==> src/rtl/jlte_dly.sv <==
module jlte_dly #(
	parameter int W = 64,
	parameter int N = 1
) (
	input logic clk,
	input logic en,
	input logic [W-1:0] d,
	output logic [W-1:0] q
);

	logic [W-1:0] r_s [N];

	always_ff @(posedge clk) begin
		if (en) begin
			r_s[0] <= d;
			for (int k = 1; k < N; k++) begin
				r_s[k] <= r_s[k-1];
			end
		end
	end

	assign q = r_s[N-1];

endmodule

==> config.mk <==
export PLATFORM = sky130hd
export DESIGN_NAME = jlte_dly
export DESIGN_NICKNAME = d
export VERILOG_FILES = /design/src/rtl/jlte_dly.sv
export SDC_FILE = /design/constraint.sdc
export NUM_CORES = 1
export LEC_CHECK = 0
export BUFFER_PORTS_ARGS = -buffer_cell sky130_fd_sc_hd__buf_4
export CAP_MARGIN = 5
export CORE_UTILIZATION = 30
export CTS_CLUSTER_SIZE = 8
export DETAILED_ROUTE_END_ITERATION = 7
export PLACE_DENSITY_LB_ADDON = 0.2
export RECOVER_POWER = 25
export SYNTH_ARGS = -nofsm -noshare
export SYNTH_HDL_FRONTEND = slang
export SYNTH_SLANG_ARGS = --single-unit
==> constraint.sdc <==
create_clock -name clk -period 0.8 [get_ports clk]
set_clock_uncertainty 0.15 [all_clocks]
set_input_delay 0.16 -clock clk [delete_from_list [all_inputs] [get_ports clk]]
set_output_delay 0.16 -clock clk [all_outputs]
set_load 0.02 [all_outputs]
## Word level (Yosys, flattened, before mapping)

Memory sizes are Yosys's and may differ from the RTL's.
Cells that the tools add are included.

- ROM bits: 0
- Output and inout bits: 64
- Bits in writable memories: 64
- Latch bits: 0
- Register bits: 0
- Input port bits: 66
- Word-level logic and storage cells: 3
- Memories kept: 1

Memory list:

| memory | depth | width | read ports | clocked after memory_dff | wr ports | line | source |
|---|---|---|---|---|---|---|---|
| r_s | 1 | 64 | 1 | 0 | 1 | 11 | `logic [W-1:0] r_s [N];` |

- Add/sub/neg operators: 0
- Muxes and demuxes: 2
- Shift-type cells: 0
- Equality and inequality tests: 0
- Order comparisons: 0
- Multipliers: 0
- Reductions and logical operators: 0
- Bitwise operators: 0
- Div/mod/pow operators: 0

Operator list:

| kind | number |
|---|---|
| two-way mux 1 bit | 2 |

## Logic depth before layout (Yosys ltp)

Gate-level depths: netlist of run 1.

- Depth in word-level cells: 2
- Mapped depth: 0

## Worst setup path before layout of run 1

No wires, ideal clock.

- Kind: register to output
- Start: mem r_s[0][0]
- End: out q[0]
- Slack: 0.041 ns
- Arrival: 0.449 ns
- Buffers on the path: 0
- Stages on the path, launching flop included: 1
- Cells stage by stage: edfxtp_1

- Cells in the longest elaborated chain, start to end: 1

RTL lines:

| what | line | source |
|---|---|---|
| from (decl) | 11 |  |
| memory read (1 x 64 bit) | - |  |
| to (decl) | 8 | `output logic [W-1:0] q` |

Every way passes these cells.

## Worst setup path after layout of run 1

- Start: mem r_s[0][26]
- End: out q[26]

The elaborated chain is that of the path after synthesis.

==> results.md, run 1 <==
- Placement Cell Area: 3020 µm²
- Final setup viols: 64
- Core footprint: around 6000 µm²
- RSZ-0062 raised after global routing: true
- Die Ht: roughly 80 µm
- Initial antenna violation count: 0
- Post-synthesis compound-gate area fraction: 0
- Post-Syn Area: between 1500 and 2000 µm²
- Root buf cell: clkbuf_8
- WL/cell: 13.8 µm
- Final setup margin: -393 ps
- Setup crit start kind: flop
- Final GP Congestion: 0.635
- Hold path cells: 1
- Full die area: roughly 6700 µm²
- Crit-path cells: buf_6
- Die width: just over 80 µm
- YS warnings: 0
- Worst VDD drop: 0.00131 V
- Critical path's top delay family: flip-flops
- Number of flip-flops in the largest register: 64
- Synth area leaders: edfxtp_1
- Worst Hold Path EP: r_s[0][37]
- Area of the multi-input gates: 0 µm²
- Placement Rows: 28
- Worst EP required: approximately 490 ps
- Final worst path period share: 1.49
- Input/output buffers: around 130
- CTS buffer count: 9
- CP Class: flop to output port
- CTS tree: done
- Seq cells post-synth: 64
- Tot GR Track Use: 0.121
- Mux share of post-synthesis cell area: 0
- Adder-Cell Fraction of Synth Area: 0
- Largest regs: r_s x64
- Placed cells: 270
- Synth cell types: 1
- Setup tns final: -22780 ps
- Fmax: 838 MHz
- Area grow syn2layout: 79.0%
- Clock Path Buffers: 2
- Post-route ant nets: 0
- Simple-gate portion of the synthesized area: 0
- Min Tclk post-route: between 1000 and 1500 ps
- Final Max Tran Viols: 0
- Post-Syn Instances: 64
- Final Hold Fails: 64
- GRT overflow: 0
- Power Density: 2260 nW/µm²
- Setup slack at placement: -179 ps
- Top reg by flops: r_s
- XOR/XNOR Fraction of Synth Area: 0
- Final WL: about 4000 µm
- Hold Worst Slack: -135 ps
- Lkg Pwr: roughly 1.4 nW
- Starting Density: 0.317
- Max Cap Viol: 0
- Status: finished with violations
- HPWL Detailed: between 2000 and 3000 µm
- Layout cells sized above 1: 0.686
- Vias in the first global route: 1200
- Multi-input comb cells: 0
- Clock transition at path regs: 60 ps
- Top-area cell type share of the netlist area: 1.00
- FILL cells: roughly 480
- Synthesized Nets: 130
- Drt initial violations: 37
- CP max FO: 1
- Relative slew slack: 0.868
- HP Class: input pin to flop
- Via count: around 1200
- Sequential share of the synthesized area: 1.00
- Slowest stage delay, CP: 410 ps
- Largest net degree at the start of global routing: 37
- Design area: around 3400 µm²
- Clock sinks: 64
- Buf/Inv on CP: 1
- Total Nets Final: about 270
- DRT Pass-1 Iters: 2
- # DRC: 0
- WP data arrival: a little under 900 ps
- Diodes inserted: 0
- Area leader, netlist: edfxtp_1
- Critical Path End Type: output port
- Slowest stage cell, crit path: edfxtp_1
- Syn Area/Cell: ~30 µm²
- Slew of the pin with the lowest slew margin: ~200 ps
- First-pass GRT wire length: approximately 5500 µm
- H-tree levels: 3
- Layout Cells excl Fill: 285
- I/O pins: 130
- Failing checks: negative hold slack, negative setup slack
- DR vias/cell: a little over 4
- Hold_sp: d[37]
-- layout make-up --
cell class	count	area [µm²]	share of cell area
clock buffers	10	128	0.0371
clock inverters	5	48.8	0.0142
flip-flops and latches	64	1920	0.559
well taps	75	93.8	0.0273
repair buffers	131	1250	0.363
-- power by group --
part	leakage [nW]	internal (mW)	total [mW]	switching, mW
Sequential	0.626	3.99	4.11	0.121
Combinational	0.712	0.664	1.19	0.525
Clock	0.0933	1.39	2.47	1.08
Total	1.43	6.05	7.78	1.73
-- worst max-delay path by stage --
stage	from	end	slack, ps	cells after the start
2_1_floorplan	r_s[0][0]	q[0]	40	0
3_3_place_gp	en	r_s[0][2]	-150	2
3_5_place_dp	en	r_s[0][59]	-180	2
6_report	r_s[0][26]	q[26]	-390	1
4_1_cts	r_s[0][46]	q[46]	-420	1
5_1_grt	r_s[0][26]	q[26]	-430	1
-- cells by family after synthesis --
logic type / Yosys count
flip-flops: 64
-- cells in the mapped netlist (all sizes together) --
library cell	count
edfxtp	64
-- metal layers --
layer	up-vias	track usage	wire length, µm
met5	-	0	0
met4	0	0.0789	38
met3	5	0.0578	346
met2	70	0.202	2230
met1	548	0.121	1330
li1	542	-	-
-- cell usage in the layout (no fill, tap or decap) --
master / instances
buf_6: 64
clkinv_1: 1
clkbuf_4: 32
clkbuf_1: 1
clkbuf_8: 9
buf_12: 2
bufinv_16: 1
clkinv_2: 3
edfxtp_1: 64
buf_4: 33
-- what timing repair did --
action	CTS	global route
setup endpoints to repair	64	64
buffers inserted	0	0
endpoints found under the hold margin	64	64
gates resized for setup	63	1
-- through the flow --
| step | utilization | total power, mW | hold WS [ps] |
|---|---|---|---|
| after floorplan | - | 4.48 | 109 |
| after global placement | 0.499 | 5.17 | 188 |
| after detailed placement | 0.499 | 5.19 | 189 |
| after CTS | 0.567 | 7.90 | -163 |
| after global routing | 0.568 | 8.13 | -161 |
| final | 0.568 | 7.78 | -135 |
Power figures use the tool's default switching activity.
==> inputs of run 2 (changes only) <==
--- a/config.mk
+++ b/config.mk
@@ -10,7 +10,6 @@
 export CORE_UTILIZATION = 30
 export CTS_CLUSTER_SIZE = 8
 export DETAILED_ROUTE_END_ITERATION = 7
-export PLACE_DENSITY_LB_ADDON = 0.2
 export RECOVER_POWER = 25
 export SYNTH_ARGS = -nofsm -noshare
 export SYNTH_HDL_FRONTEND = slang
==> run 2 against run 1 <==
Compared with the run above: the flow still finishes with violations (negative hold slack, negative setup slack); wire length shrank 1.4%; sequential share of layout area grew 0.24 points; fmax grew 0.44%; total power shrank 3.9%; highest routed layer unchanged.
==> results.md, run 2 (same netlist as run 1, synthesis figures left out) <==
- CTS tree: done
- Slowest stage delay, CP: approximately 410 ps
- Power Density: between 2000 and 2500 nW/µm²
- Final Hold Fails: 64
- First-pass GRT wire length: around 5300 µm
- Final setup margin: -387 ps
- Critical path's top delay family: flip-flops
- Design area: around 3400 µm²
- Most frequent cells in the layout: buf_6, edfxtp_1, buf_4
- WL/cell: roughly 14 µm
- Internal power: roughly 5.7 mW
- Part of the power in registers: 0.549
- Clock sinks: 64
- Total Nets Final: approximately 270
- HP Class: input pin to flop
- Switching power: 1.74 mW
- Largest regs: r_s x64
- Top reg by flops: r_s
- Status: finished with violations
- Tot GR Track Use: 0.117
- Max Cap Viol: 0
- Min Tclk post-route: around 1200 ps
- Hold Worst Slack: -138 ps
- Final WL: between 3000 and 4000 µm
- Logic pwr share: 0.160
- CTS buffer count: 9
- Buf/Inv on CP: 1
- Multi-input comb cells: 0
- Input/output buffers: 129
- Diodes inserted: 0
- Setup crit start kind: flop
- Hold_sp: d[14]
- Failing checks: negative hold slack, negative setup slack
- Largest net degree at the start of global routing: 30
- Crit-path cells: buf_6
- Lkg Pwr: roughly 1.4 nW
- Core footprint: 6060 µm²
- Root buf cell: clkbuf_8
- WP data arrival: approximately 900 ps
- DR vias/cell: between 4 and 5
- Drt initial violations: 51
- Worst EP required: between 400 and 500 ps
- CP max FO: 1
- Grt met2 use: 0.174
- GRT Max-Usage Layer: met2
- # DRC: 0
- CP Class: flop to output port
- Full die area: between 6000 and 7000 µm²
- GRT overflow: 0
- Clock transition at path regs: approximately 60 ps
- Clock power share: 0.291
- Die width: approximately 82 µm
- Area of the multi-input gates: 0 µm²
- Worst VDD drop: around 0.0011 V
- Layout cells sized above 1: 0.679
- DRT Pass-1 Iters: 4
- Starting Density: 0.317
- Via count: approximately 1200
- Area grow syn2layout: 78.3%
- Clock Path Buffers: 2
- Critical Path End Type: output port
- Power, Total: around 7.5 mW
- Final GP Congestion: 0.669
- Relative slew slack: 0.894
- Vias in the first global route: around 1100
- Slew of the pin with the lowest slew margin: 159 ps
- Placement Rows: 28
- Final setup viols: 64
- Placement Cell Area: between 3000 and 4000 µm²
- Critical Path Start: r_s[0][63]
- Final Max Tran Viols: 0
- Post-CTS setup buffers: 0
- GR Util met3: 0.0589
- GR Util met1: 0.128
- RSZ-0062 raised after global routing: true
- Switch share: 0.233
- H-tree levels: 3
- Fmax: roughly 840 MHz
- I/O pins: 130
- Post-route ant nets: 0
- Final worst path period share: 1.48
- FILL cells: between 400 and 500
- Initial antenna violation count: 0
- Die Ht: just over 80 µm
- Number of flip-flops in the largest register: 64
- Slowest stage cell, crit path: edfxtp_1
[run 2: cell types whose count changed in the layout (fill, tap and decap cells not counted)]
cell,before,now
buf_4,33,34
clkinv_1,1,3
bufinv_16,1,0
[run 2: repair_timing]
action | CTS | global route
resized for setup | 62 | 2
setup endpoints to repair | 64 | 64
endpoints found under the hold margin | 64 | 64
[run 2: final cells by class]
cell class            instances  area [µm²]  area share
Clock inverter                6        26.3     0.00767
Clock buffer                 10         128      0.0373
Timing Repair Buffer        132        1260       0.367
Tap cell                     75        93.8      0.0274
Sequential cell              64        1920       0.561
[run 2: worst paths after layout]
| path | to | slack, ps | cells past startpoint |
|---|---|---|---|
| hold / removal | r_s[0][14] | -140 | 1 |
| setup / recovery | q[63] | -390 | 1 |
[run 2: per-layer routing]
layer | share of wire | wire length (µm)
met5 | 0 | 0
met2 | 0.51 | 1970
met1 | 0.36 | 1400
met3 | 0.12 | 467
met4 | 0.013 | 51
[run 2: per-stage QoR]
| step | std cells | setup TNS [ps] | setup slack (ps) | util | hold slack, ps |
|---|---|---|---|---|---|
| 2_1_floorplan | 64 | 0 | 40.5 | - | 109 |
| 3_3_place_gp | 271 | -9070 | -146 | 0.500 | 188 |
| 3_5_place_dp | 271 | -9890 | -152 | 0.500 | 189 |
| 4_1_cts | 287 | -24260 | -415 | 0.564 | -160 |
| 5_1_grt | 287 | -25270 | -439 | 0.565 | -153 |
| 6_report | 287 | -22640 | -387 | 0.565 | -138 |
[run 2: power by group through the flow]
stage	combinational (mW)	clock [mW]	sequential, mW
floorplan	0	0	4.48
global route	1.26	2.38	4.13
detailed placement	1.06	0	4.13
global placement	1.06	0	4.12
CTS	1.21	2.26	4.11
finish	1.19	2.17	4.11
